$ cat src/rtl/tlca_pkg.sv
`timescale 1ns / 1ps
`default_nettype none

package tlca_pkg;

    localparam int NODE_W   = 10;
    localparam int WEIGHT_W = 16;
    localparam int SUM_W    = 32;
    localparam int DEPTH_W  = 10;

    typedef struct packed {
        logic                mode;
        logic [NODE_W-1:0]   node;
        logic [NODE_W-1:0]   parent_node;
        logic [WEIGHT_W-1:0] edge_weight;
        logic [DEPTH_W-1:0]  node_depth;
        logic [NODE_W-1:0]   query_a;
        logic [NODE_W-1:0]   query_b;
    } t_in_word;

    typedef struct packed {
        logic [NODE_W-1:0] common_ancestor;
        logic [SUM_W-1:0]  path_weight;
    } t_out_word;

    localparam logic MODE_LOAD  = 1'b0;
    localparam logic MODE_QUERY = 1'b1;

    typedef enum logic [3:0] {
        ST_IDLE,
        ST_LD_W0,
        ST_LD_RD,
        ST_LD_WR,
        ST_Q_DRD,
        ST_Q_SWAP,
        ST_Q_UP,
        ST_Q_UPL,
        ST_Q_EQ,
        ST_Q_DN,
        ST_Q_DNS,
        ST_Q_FRD,
        ST_Q_FIN,
        ST_Q_SUM
    } t_state;

    typedef enum logic [3:0] {
        OP_NONE,
        OP_CAPTURE,
        OP_LD_W0,
        OP_LD_RD,
        OP_LD_WR,
        OP_Q_SWAP,
        OP_UP_RD,
        OP_UP_LIFT,
        OP_UP_SKIP,
        OP_DN_STEP,
        OP_LIFT_BOTH,
        OP_EMIT_ZERO,
        OP_EMIT_DIRECT,
        OP_EMIT_SUM
    } t_dp_op;

    typedef struct packed {
        t_dp_op op;
        logic   mode;
    } t_dp_cmd;

    typedef struct packed {
        logic oob;
        logic diff0;
        logic j_last;
        logic j_zero;
        logic a_eq_b;
    } t_dp_stat;

    function automatic logic [SUM_W-1:0] sat_add(input logic [SUM_W-1:0] x,
                                                 input logic [SUM_W-1:0] y);
        logic [SUM_W:0] s;
        s = {1'b0, x} + {1'b0, y};
        return s[SUM_W] ? {SUM_W{1'b1}} : s[SUM_W-1:0];
    endfunction

endpackage

`default_nettype wire

$ cat src/rtl/tlca_ctrl.sv
`timescale 1ns / 1ps
`default_nettype none

module tlca_ctrl import tlca_pkg::*; (
    input  wire logic     i_clk,
    input  wire logic     i_rst_n,
    input  wire logic     start,
    input  wire logic     i_mode,
    input  wire t_dp_stat i_stat,
    output t_dp_cmd       o_cmd,
    output logic          busy,
    output logic          o_valid
);

    t_state r_state;
    t_state n_state;
    logic   r_valid;
    logic   n_valid;

    always_ff @(posedge i_clk) begin
        if (!i_rst_n) begin
            r_state <= ST_IDLE;
            r_valid <= 1'b0;
        end else begin
            r_state <= n_state;
            r_valid <= n_valid;
        end
    end

    always_comb begin
        n_state    = r_state;
        n_valid    = 1'b0;
        o_cmd.op   = OP_NONE;
        o_cmd.mode = i_mode;
        case (r_state)
            ST_IDLE: begin
                if (start) begin
                    o_cmd.op = OP_CAPTURE;
                    n_state  = (i_mode == MODE_QUERY) ? ST_Q_DRD : ST_LD_W0;
                end
            end
            ST_LD_W0: begin
                if (i_stat.oob) begin
                    n_state = ST_IDLE;
                end else begin
                    o_cmd.op = OP_LD_W0;
                    n_state  = i_stat.j_last ? ST_IDLE : ST_LD_RD;
                end
            end
            ST_LD_RD: begin
                o_cmd.op = OP_LD_RD;
                n_state  = ST_LD_WR;
            end
            ST_LD_WR: begin
                o_cmd.op = OP_LD_WR;
                n_state  = i_stat.j_last ? ST_IDLE : ST_LD_RD;
            end
            ST_Q_DRD: begin
                if (i_stat.oob) begin
                    o_cmd.op = OP_EMIT_ZERO;
                    n_valid  = 1'b1;
                    n_state  = ST_IDLE;
                end else begin
                    n_state = ST_Q_SWAP;
                end
            end
            ST_Q_SWAP: begin
                o_cmd.op = OP_Q_SWAP;
                n_state  = ST_Q_UP;
            end
            ST_Q_UP: begin
                if (i_stat.diff0) begin
                    o_cmd.op = OP_UP_RD;
                    n_state  = ST_Q_UPL;
                end else begin
                    o_cmd.op = OP_UP_SKIP;
                    n_state  = i_stat.j_last ? ST_Q_EQ : ST_Q_UP;
                end
            end
            ST_Q_UPL: begin
                o_cmd.op = OP_UP_LIFT;
                n_state  = i_stat.j_last ? ST_Q_EQ : ST_Q_UP;
            end
            ST_Q_EQ: begin
                if (i_stat.a_eq_b) begin
                    o_cmd.op = OP_EMIT_DIRECT;
                    n_valid  = 1'b1;
                    n_state  = ST_IDLE;
                end else begin
                    n_state = ST_Q_DN;
                end
            end
            ST_Q_DN: begin
                n_state = ST_Q_DNS;
            end
            ST_Q_DNS: begin
                o_cmd.op = OP_DN_STEP;
                n_state  = i_stat.j_zero ? ST_Q_FRD : ST_Q_DN;
            end
            ST_Q_FRD: begin
                n_state = ST_Q_FIN;
            end
            ST_Q_FIN: begin
                o_cmd.op = OP_LIFT_BOTH;
                n_state  = ST_Q_SUM;
            end
            ST_Q_SUM: begin
                o_cmd.op = OP_EMIT_SUM;
                n_valid  = 1'b1;
                n_state  = ST_IDLE;
            end
            default: begin
                n_state = ST_IDLE;
            end
        endcase
    end

    assign busy    = (r_state != ST_IDLE);
    assign o_valid = r_valid;

endmodule

`default_nettype wire

$ cat config.mk
export PLATFORM = sky130hd
export DESIGN_NAME = tlca_ctrl
export DESIGN_NICKNAME = d
export VERILOG_FILES = /design/src/rtl/tlca_pkg.sv /design/src/rtl/tlca_ctrl.sv
export SDC_FILE = /design/constraint.sdc
export NUM_CORES = 1
export LEC_CHECK = 0
export BUFFER_PORTS_ARGS = -buffer_cell sky130_fd_sc_hd__buf_2
export CAP_MARGIN = 10
export CELL_PAD_IN_SITES_DETAIL_PLACEMENT = 0
export CELL_PAD_IN_SITES_GLOBAL_PLACEMENT = 1
export CORE_MARGIN = 2
export CORE_UTILIZATION = 37
export CTS_CLUSTER_DIAMETER = 150
export DETAILED_ROUTE_END_ITERATION = 6
export PLACE_DENSITY = 0.9
export SETUP_SLACK_MARGIN = 0.4
export SLEW_MARGIN = 10
export SYNTH_ARGS = -nofsm -noshare
export SYNTH_HDL_FRONTEND = slang
export SYNTH_SLANG_ARGS = --single-unit
$ cat constraint.sdc
create_clock -name i_clk -period 2.7 [get_ports i_clk]
set_input_delay 0.54 -clock i_clk [delete_from_list [all_inputs] [get_ports i_clk]]
set_output_delay 0.54 -clock i_clk [all_outputs]
set_load 0.005 [all_outputs]
* Yosys cells after proc, flatten, opt, wreduce, memory -nomap -nowiden
Cells that the tools add are included.
Storage, ports and cells: memory bits (read-only) 0, memories 0, RAM bits 0, latch bits 0, flip-flop bits (word level) 5
Operators by class: bitwise logic cells 0, equal/unequal tests 14, magnitude comparators 0, shifts and indexed selects 0, mux-type cells 19, divide/modulo/power cells 0, multipliers 0, reductions and logical operators 2, $add $sub $neg 0
Operators with widths (count):
- $pmux 4 s13 | 1
- $pmux 4 s12 | 1
- $mux 4 | 7
- $eq 4x4->1 const B | 6
- $eq 4x3->1 const B | 4
- $eq 4x2->1 const B | 2
- $mux 2 | 4
- $mux 3 | 2
- $eq 4x1->1 const B | 1
- $logic_not 4->1 | 1
- $reduce_bool 4->1 | 1
- $mux 1 | 3
- $pmux 1 s3 | 1
- $ne 2x2->1 const B | 1

* Longest topological paths before layout
Gate-level depths: netlist of run 1.
word-level depth 3, depth in mapped cells 6, mapped depth without buffers 4

* Worst setup path before layout of run 1
OpenSTA, ideal clock, no wires.
path type input -> output, start point input port i_stat[4] in the netlist's numbering, end point output port o_cmd[2] in the netlist's numbering, slack 1152 ps, data required time 2160 ps, stages on the path 4, arrival 1008 ps, cells stage by stage nor3_1 -> a21oi_1 -> o21a_1 -> o22ai_1
RTL lines:
- start, declared | line tlca_ctrl.sv:9 | input wire t_dp_stat i_stat,
- end, declared | line tlca_ctrl.sv:10 | output t_dp_cmd o_cmd,

==> results of run 1 <==
per-layer routing:
| metal | vias up | global-route usage, % | share of wire [%] |
|---|---|---|---|
| li1 | 301 | - | - |
| met1 | 281 | 19.8 | 45 |
| met2 | 40 | 23.4 | 46 |
| met3 | 0 | 3.88 | 9.4 |
| met4 | 0 | 5.63 | 0 |
| met5 | - | 0 | 0 |
worst max-delay path by stage:
stage / slack [ns] / endpoint / cells after the start / from
floorplan: 1.15 / o_cmd[2] / 4 / i_stat[4]
global placement: 0.81 / o_cmd[2] / 5 / r_state[2]$_SDFFE_PN0P_
detailed placement: 0.75 / o_cmd[2] / 5 / r_state[2]$_SDFFE_PN0P_
CTS: 0.48 / o_cmd[2] / 5 / r_state[2]$_SDFFE_PN0P_
global route: 0.43 / o_cmd[4] / 4 / r_state[1]$_SDFFE_PN0P_
finish: 0.58 / o_cmd[4] / 4 / r_state[1]$_SDFFE_PN0P_
sequential cells by signal, indices dropped and copies added (netlist names):
name	count
o_valid	1
r_state	4
metrics by stage:
| stage | std cells | worst slack, ns | cell area, um2 | total power, uW | hold WS, ns |
|---|---|---|---|---|---|
| after floorplan | 72 | 1.15 | 543 | 171 | 0.585 |
| after global placement | 96 | 0.810 | 583 | 190 | 0.654 |
| after detailed placement | 96 | 0.754 | 583 | 191 | 0.652 |
| after CTS | 100 | 0.484 | 609 | 278 | 0.588 |
| after global routing | 100 | 0.433 | 611 | 297 | 0.585 |
| final | 100 | 0.584 | 611 | 277 | 0.590 |
Yosys cell counts:
cell type  n  area share, %
o22ai_1    3            3.5
nor2b_1    1            1.2
or3_1      1            1.2
buf_4      3            4.1
o21ai_1    2            1.8
nand2_1    6            4.1
mux2i_1    1            1.8
o221ai_2   1            2.8
o21bai_1   1            1.4
a31o_1     1            1.6
o211ai_1   2            2.8
a32oi_1    1            1.6
nor2_2     1            1.2
nand4b_1   1            1.6
nand4_1    2            2.3
inv_4      1            1.2
a31oi_1    4            4.6
or2_4      1            1.6
nand3_1    3            2.8
buf_2      1           0.92
inv_2      2            1.4
nor3_1     1           0.92
o31ai_1    1            1.4
nor2_1     2            1.4
dfxtp_1    5             18
o21a_1     1            1.4
o21ai_0    3            2.8
a21oi_1    5            4.6
o311a_1    1            1.8
a21o_1     1            1.4
and3_1     2            2.3
nor3b_1    1            1.4
buf_6      3            6.2
nand2b_4   1            2.5
o31a_1     1            1.6
nand2b_1   3            3.5
nand2_2    1            1.2
nand3_2    1            1.8
layout make-up:
type / count / area share, %
tap: 15 / 3.07
clock buffer: 4 / 4.30
sequential: 5 / 16.6
timing repair buffer: 16 / 13.5
inverter: 3 / 2.25
multi-input combinational: 57 / 60.2
power by group through the flow:
| stage | Sequential, uW | Clock (uW) | Combinational [uW] |
|---|---|---|---|
| after floorplan | 83.0 | 0 | 88.4 |
| after global placement | 99.6 | 0 | 90.9 |
| after detailed placement | 99.6 | 0 | 91.6 |
| after CTS | 98.5 | 87.9 | 92.1 |
| after global routing | 102 | 93.5 | 102 |
| final | 99.2 | 84.9 | 93.0 |
cell families after synthesis:
logic type,after synthesis,share of synthesized area [%]
buffers and inverters,10,13.8
AO/OA/AOI/OAI,28,35.0
flip-flops,5,18.4
multiplexers,1,1.84
AND/OR/NAND/NOR,28,30.9
critical path: stages (launching register included):
cell and delay, ns:
dfxtp_1 0.69, nand2b_1 0.22, o21ai_0 0.09, a31o_1 0.21
buf_2 0.12
cells in the final DEF, fill, tap and decap left out, types with 2 or more instances in the layout:
| cell | count |
|---|---|
| buf_2 | 15 |
| clkbuf_4 | 3 |
| nand2_1 | 6 |
| nand3_1 | 3 |
| o211ai_1 | 2 |
| and3_1 | 2 |
| inv_2 | 2 |
| a21oi_1 | 5 |
| o22ai_1 | 3 |
| a31oi_1 | 4 |
| nor2_1 | 2 |
| dfxtp_1 | 4 |
| nand2b_1 | 3 |
| nand4_1 | 2 |
| o21ai_1 | 2 |
| o21ai_0 | 3 |
repair_timing:
item	in CTS	in global routing
endpoints found under the setup margin	0	1
gates resized for setup	0	1
hold buffers	0	0
==> flow_summary.json, run 1 <==
{
  "antenna_left": 0,
  "yosys_warnings": 0,
  "seq_area_frac_synth_pct": 18.4,
  "die_height_um": 42.3,
  "synthesis.area_um2": 543,
  "portBuffers": 15,
  "ios": 16,
  "dp_hpwl_um": 918,
  "regArea_um2": 101,
  "report.final.hold_viol_count": 0,
  "power.leakage_uw": 0.000246,
  "dr.pass1.iters": 4,
  "synth_cell_types": 38,
  "cp-start-kind": "flip-flop",
  "p_switching_uw": 97.1,
  "p_int_uw": 180,
  "cts_tree": "built",
  "clkLatencyLatePin_ns": 0.24,
  "core_area_um2": 1330,
  "ys_ff_latch": 5,
  "cp-end-kind": "output port",
  "wire_per_inst_um": 12.8,
  "cts_root_buf": "clkbuf_4",
  "fin_crit_sh_pct": 78.4,
  "die-area_um2": 1790,
  "cts-buffers-inserted": 3,
  "pwr-share-seq_pct": 35.8,
  "grt_overflow": 0,
  "min_path_cells": 3,
  "rsz0062_at_grt": "false",
  "syn_avg_cell_area_um2": 7.54,
  "grt_pass1_wl_um": 2080,
  "switching_share_pct": 35.0,
  "core.rowCount": 13,
  "n_antenna_cell": 0,
  "post_cts_buffers": 0,
  "worst_pin_slew_ns": 0.600,
  "initial_core_util_pct": 40.7,
  "hp-class": "primary input to flip-flop",
  "fp.dieW_um": 42.3,
  "period_minus_slack_ns": 2.12,
  "critPathArrivalTime_ns": 1.58,
  "slew_headroom_pct": 59.9,
  "r2r_start": "r_state[1]$_SDFFE_PN0P_",
  "hp-start": "i_rst_n",
  "antenna_found_initial": 0,
  "r2r_cells": 3,
  "gp_congestion": 0.839,
  "fillers": 145,
  "power.density_nw_per_um2": 454,
  "area_growth_pct": 12.4,
  "clock.fmax_mhz": 473,
  "clkTransAtPathRegs_ns": 0.04,
  "r2r_end": "r_state[3]$_SDFFE_PN0P_",
  "cts_buffer_depth": 2,
  "first_global_vias": 498,
  "grt_max_degree": 20,
  "path_class": "flip-flop to output port",
  "cp.required_ns": 2.16,
  "wl_um": 1280,
  "nets": 95,
  "r2r_setup_slack_ns": 1.24,
  "syn_nets": 81,
  "h-tree-depth": 1,
  "peakVddDrop_mv": 0.120,
  "viasPerCell": 6.22,
  "drtIter0Drc": 32,
  "finalSetupViolCount": 0,
  "final_layout_size_suffix_gt1_share_pct": 34.1,
  "p_clk_share_pct": 30.6,
  "cts.sinks": 5,
  "skew_ns": 0.00436,
  "status": "finished, final reports clean",
  "multi_input_area_um2": 368,
  "fin_setup_tns_ns": 0,
  "utilization_pct": 45.8,
  "cp_max_fo": 19,
  "comb_power_share_pct": 33.5,
  "route.detailed.drc": 0,
  "hold_end": "r_state[2]$_SDFFE_PN0P_",
  "dr_total_vias": 622,
  "synthCells": 72,
  "slew_violations": 0,
  "cap_violations": 0,
  "track_usage_pct": 15.1
}
(Power assumes the default switching activity.)
==> run 2, diff against run 1 <==
- ABC_AREA: not set -> 1
- CORE_ASPECT_RATIO: not set -> 1.2
- CORE_UTILIZATION: 37 -> 31
- PLACE_DENSITY: 0.9 -> 0.84
- clock period: 2.7 -> 1.96 ns (I/O delays scaled with it)
==> flow_summary.json, run 2 <==
{
  "status": "finished, final reports clean",
  "syn_nets": 104,
  "initial_core_util_pct": 32.7,
  "top_register": "r_state",
  "grt-busiest-layer": "met2",
  "wl_um": 2050,
  "wire_per_inst_um": 14.7,
  "first_global_vias": 722,
  "core.rowCount": 16,
  "fillers": 156,
  "synth.most_common_cell": "nand2_1",
  "cp_max_fo": 5,
  "hp-start": "i_rst_n",
  "dp_hpwl_um": 1220,
  "dr_total_vias": 761,
  "cap_violations": 0,
  "n_antenna_cell": 0,
  "final_common_cell": "buf_2",
  "synth_cell_types": 19,
  "cp_slowest_cell": "dfxtp_4",
  "portBuffers": 15,
  "peakVddDrop_mv": 0.402,
  "r2r_cells": 7,
  "hp-class": "primary input to flip-flop",
  "gp_congestion": 0.940,
  "clkTransAtPathRegs_ns": 0.05,
  "synth-edff-count": 0,
  "hold_end": "o_valid$_SDFF_PN0_",
  "synth_ff_type": "dfxtp_1",
  "critPathMaxStageDelay_ns": 0.39,
  "grt_max_degree": 6,
  "cts_buffer_depth": 2,
  "cts_root_buf": "clkbuf_4",
  "area_growth_pct": 59.9,
  "final_cell_mix": "buf_2 (15), nand2_1 (13), nand3_1 (9), nor2_1 (9), buf_4 (9)",
  "cp-start-kind": "flip-flop",
  "die_height_um": 49.3,
  "critPathArrivalTime_ns": 1.28,
  "crit_chain": "inv_4 > nor2_4 > nand2_2 > inv_2 > a21oi_2 > nand4_1 > buf_2",
  "gr-usage-met1_pct": 21.3,
  "synthesis.area_um2": 531,
  "use_met2_pct": 35.7,
  "cts-buffers-inserted": 3,
  "crit_start": "r_state[1]$_SDFFE_PN0P_",
  "rsz0062_at_grt": "true",
  "ys_top_cells_by_area": "dfxtp_1 (19%), nand2_1 (16%), nor2_1 (11%)",
  "slew_violations": 0,
  "route.detailed.drc": 0,
  "ys_ff_latch": 5,
  "dr.pass1.iters": 4,
  "nets": 132,
  "power.leakage_uw": 0.000444,
  "yosysTopAreaCellShare_pct": 18.9,
  "viasPerCell": 5.44,
  "grt_util_met3_pct": 2.96,
  "r2r_setup_slack_ns": 0.67,
  "fin_area_um2": 848,
  "antenna_found_initial": 0,
  "core_area_um2": 1620,
  "cts.sinks": 5,
  "skew_ns": 0.0123,
  "yosys_warnings": 0,
  "grt_pass1_wl_um": 3110,
  "cts_tree": "built",
  "min_path_cells": 3,
  "seq_area_frac_synth_pct": 18.9,
  "synth_area_leader_cell": "dfxtp_1",
  "syn_avg_cell_area_um2": 5.58,
  "grt_overflow": 0,
  "fp.dieW_um": 41.8,
  "fin_setup_tns_ns": 0,
  "finalSetupViolCount": 0,
  "slew_headroom_pct": 85.4,
  "path_class": "flip-flop to output port",
  "ios": 16,
  "period_minus_slack_ns": 1.68,
  "synth_commonest_cells": "nand2_1 (23), nor2_1 (15), inv_1 (12)",
  "largest_reg_flops": 4,
  "h-tree-depth": 1,
  "cp-end-kind": "output port",
  "clock.fmax_mhz": 597,
  "die-area_um2": 2060,
  "report.final.hold_viol_count": 0,
  "async_reset_ff_share_pct": 0,
  "worst_pin_slew_ns": 0.218,
  "clkLatencyLatePin_ns": 0.25,
  "place_area_um2": 609,
  "r2r_end": "r_state[2]$_SDFFE_PN0P_",
  "final_layout_size_suffix_gt1_share_pct": 56.6,
  "synthCells": 95,
  "timing.critical_path.buf_inv": 3,
  "cp.required_ns": 1.57,
  "fin_crit_sh_pct": 85.5,
  "track_usage_pct": 19.4,
  "r2r_start": "r_state[3]$_SDFFE_PN0P_",
  "drtIter0Drc": 43,
  "antenna_left": 0,
  "power.density_nw_per_um2": 565,
  "crit_family": "flip-flops"
}
==> run 2: cell count changes after synthesis, sizes merged, moves of 3 or more <==
cell / previous run / this run
a21oi: 5 / 10
a31oi: 4 / 0
buf: 7 / 2
inv: 3 / 13
nand2: 7 / 23
nand2b: 4 / 0
nand3: 4 / 11
nand3b: 0 / 3
nor2: 3 / 20
o22ai: 3 / 0
==> run 2: worst max-delay path by stage <==
stage                          end  slack (ns)  depth (start not counted)
after detailed placement  o_cmd[2]        0.34                          7
after floorplan           o_cmd[2]        0.65                          7
final                     o_cmd[2]        0.28                          7
after global routing      o_cmd[4]        0.24                          6
after CTS                 o_cmd[1]        0.32                          6
after global placement    o_cmd[2]        0.34                          7
==> run 2: tightest hold or removal path, stage by stage <==
cell,delay (ns)
buf_2,0.09
nand2_1,0.04
inv_1,0.04
==> run 2: repair_timing <==
item / 4_1_cts / 5_1_grt
endpoints found under the setup margin: 5 / 5
pin swaps: 10 / 5
resized for setup: 40 / 11
buffers inserted: 7 / 3
hold buffers: 0 / 0
==> run 2: per-layer routing <==
metal,up-vias,part of all wire (%)
met3,8,8.4
li1,362,-
met4,0,2.5
met5,-,0
met2,54,54
met1,337,35
==> run 2: through the flow <==
stage	hold slack, ns	total power, uW	instances	setup slack (ns)	util, %
global route	0.365	501	140	0.241	52.3
detailed placement	0.596	258	126	0.338	37.6
floorplan	0.490	214	95	0.648	-
global placement	0.588	261	126	0.339	37.6
finish	0.348	479	140	0.284	52.3
CTS	0.349	441	137	0.323	49.0
==> run 2: power by group <==
part           total (uW)  switching (uW)  internal, uW  leakage (uW)
Clock                 127            49.3          77.4     0.0000150
Combinational         221             125          96.3      0.000386
Sequential            131            21.6           110     0.0000437
==> run 2: logic make-up after synthesis <==
logic type | Yosys count | synth area share (%)
buf+inv | 15 | 12.7
compound gates | 14 | 13.9
flops | 5 | 18.9
simple gates | 61 | 54.5
==> run 2: final cells by class <==
| class | count | area (um2) | share of cell area (%) |
|---|---|---|---|
| flip-flops and latches | 5 | 115 | 13.6 |
| clock buffers | 4 | 26.3 | 3.10 |
| well taps | 18 | 22.5 | 2.65 |
| repair buffers | 25 | 154 | 18.1 |
| multi-input cells | 75 | 472 | 55.6 |
| inverters | 13 | 58.8 | 6.93 |
==> run 3, diff against run 2 <==
- clock period: 1.96 -> 1.6 ns (I/O delays scaled with it)
==> flow_summary.json, run 3 (synthesis gave the netlist of run 2 again) <==
{
  "cts_tree": "built",
  "wire_per_inst_um": 12.1,
  "final_common_cell": "nand2_1",
  "die_height_um": 49.3,
  "antenna_found_initial": 0,
  "gp_congestion": 0.968,
  "place_area_um2": 646,
  "critPathArrivalTime_ns": 1.25,
  "cp-start-kind": "flip-flop",
  "skew_ns": 0.00233,
  "area_growth_pct": 56.8,
  "pre_cts_slack_ns": 0.134,
  "grt_max_degree": 8,
  "finalWorstSetupSlack_ns": 0.0277,
  "cts_hold_buffers": 0,
  "largest_reg_flops": 4,
  "h-tree-depth": 1,
  "power.density_nw_per_um2": 670,
  "hp-class": "primary input to flip-flop",
  "fp.dieW_um": 41.8,
  "fillers": 148,
  "power.leakage_uw": 0.000444,
  "drtIter0Drc": 14,
  "clock.fmax_mhz": 636,
  "wl_met3_um": 66,
  "fin_area_um2": 832,
  "track_usage_pct": 17.2,
  "worst_pin_slew_ns": 0.229,
  "cts.sinks": 5,
  "peakVddDrop_mv": 0.417,
  "wl_um": 1730,
  "die-area_um2": 2060,
  "report.final.hold_viol_count": 0,
  "portBuffers": 15,
  "nets": 134,
  "cts_root_buf": "clkbuf_4",
  "grt_pass1_wl_um": 2840,
  "clkLatencyLatePin_ns": 0.23,
  "cts-buffers-inserted": 3,
  "cap_violations": 0,
  "cp_max_fo": 6,
  "core.rowCount": 16,
  "antenna_left": 0,
  "cp-end-kind": "output port",
  "dr.pass1.iters": 4,
  "path_class": "flip-flop to output port",
  "cts_buffer_depth": 2,
  "final_cell_mix": "nand2_1 (16), buf_2 (15), nor2_1 (12)",
  "slew_violations": 0,
  "viasPerCell": 5.12,
  "dr_total_vias": 727,
  "clkTransAtPathRegs_ns": 0.04,
  "rsz0062_at_grt": "true",
  "wl_met1_um": 679,
  "fin_crit_sh_pct": 98.3,
  "status": "finished, final reports clean",
  "dr_wl_met2_um": 926,
  "final_layout_size_suffix_gt1_share_pct": 50.0,
  "maxUsedRoutingLayer": "met4",
  "period_minus_slack_ns": 1.57,
  "core_area_um2": 1620,
  "n_antenna_cell": 0,
  "finalSetupViolCount": 0,
  "cp.required_ns": 1.28,
  "first_global_vias": 707,
  "dp_hpwl_um": 1280,
  "top_register": "r_state",
  "route.detailed.drc": 0,
  "grt_overflow": 0,
  "initial_core_util_pct": 32.7,
  "ios": 16,
  "slew_headroom_pct": 84.6
}
==> run 3: cell count changes in the layout (fill, tap and decap cells not counted), sizes merged <==
cell,change
buf,+2
==> run 3: through the flow <==
stage | cells | hold slack, ns | setup TNS, ns | total power (uW) | utilization [%]
2_1_floorplan | 95 | 0.418 | 0 | 271 | -
3_3_place_gp | 129 | 0.524 | 0 | 335 | 39.8
3_5_place_dp | 129 | 0.527 | 0 | 333 | 39.8
4_1_cts | 136 | 0.289 | 0 | 501 | 45.3
5_1_grt | 142 | 0.301 | -0.136 | 604 | 51.3
6_report | 142 | 0.294 | 0 | 558 | 51.3
==> run 3: worst max-delay path, cell delays in order, from the launching register on <==
cell and delay, ns:
dfxtp_4 0.41, inv_4 0.06, nor2_4 0.18, nand2_2 0.08
inv_2 0.09, nor2_2 0.04, nand4_1 0.06, buf_2 0.11
==> run 3: layer usage <==
layer	GRT usage [%]	up-vias
met5	0	-
met3	1.85	6
li1	-	368
met1	18.3	326
met2	32.6	27
met4	8.60	0
==> run 3: what timing repair did <==
item | 4_1_cts | 5_1_grt
buffers inserted | 3 | 6
setup endpoints to repair | 9 | 9
resized for setup | 18 | 12
pin swaps | 8 | 10
==> run 3: path summary, 6_finish.rpt <==
kind / start / endpoint / depth (start not counted) / slack [ns]
worst max-delay path: r_state[1]$_SDFFE_PN0P_ / o_cmd[1] / 7 / 0.03
worst min register to register: r_state[3]$_SDFFE_PN0P_ / r_state[3]$_SDFFE_PN0P_ / 4 / 0.70
worst max register to register: r_state[3]$_SDFFE_PN0P_ / r_state[1]$_SDFFE_PN0P_ / 8 / 0.25
worst min-delay path: i_rst_n / o_valid$_SDFF_PN0_ / 3 / 0.29
==> run 3: final cells by class <==
cell class                 count  area (um2)  area share, %
tap                           18        22.5           2.71
multi-input combinational     75         434           52.2
clock buffer                   4        26.3           3.16
inverter                      13        56.3           6.77
timing repair buffer          27         178           21.4
sequential                     5         115           13.8
==> run 3: power by group <==
part           internal [uW]  switching (uW)  leakage (uW)
logic                    124             139      0.000385
registers                134            22.2     0.0000437
clock network           93.8            44.6     0.0000150
total                    352             206      0.000444
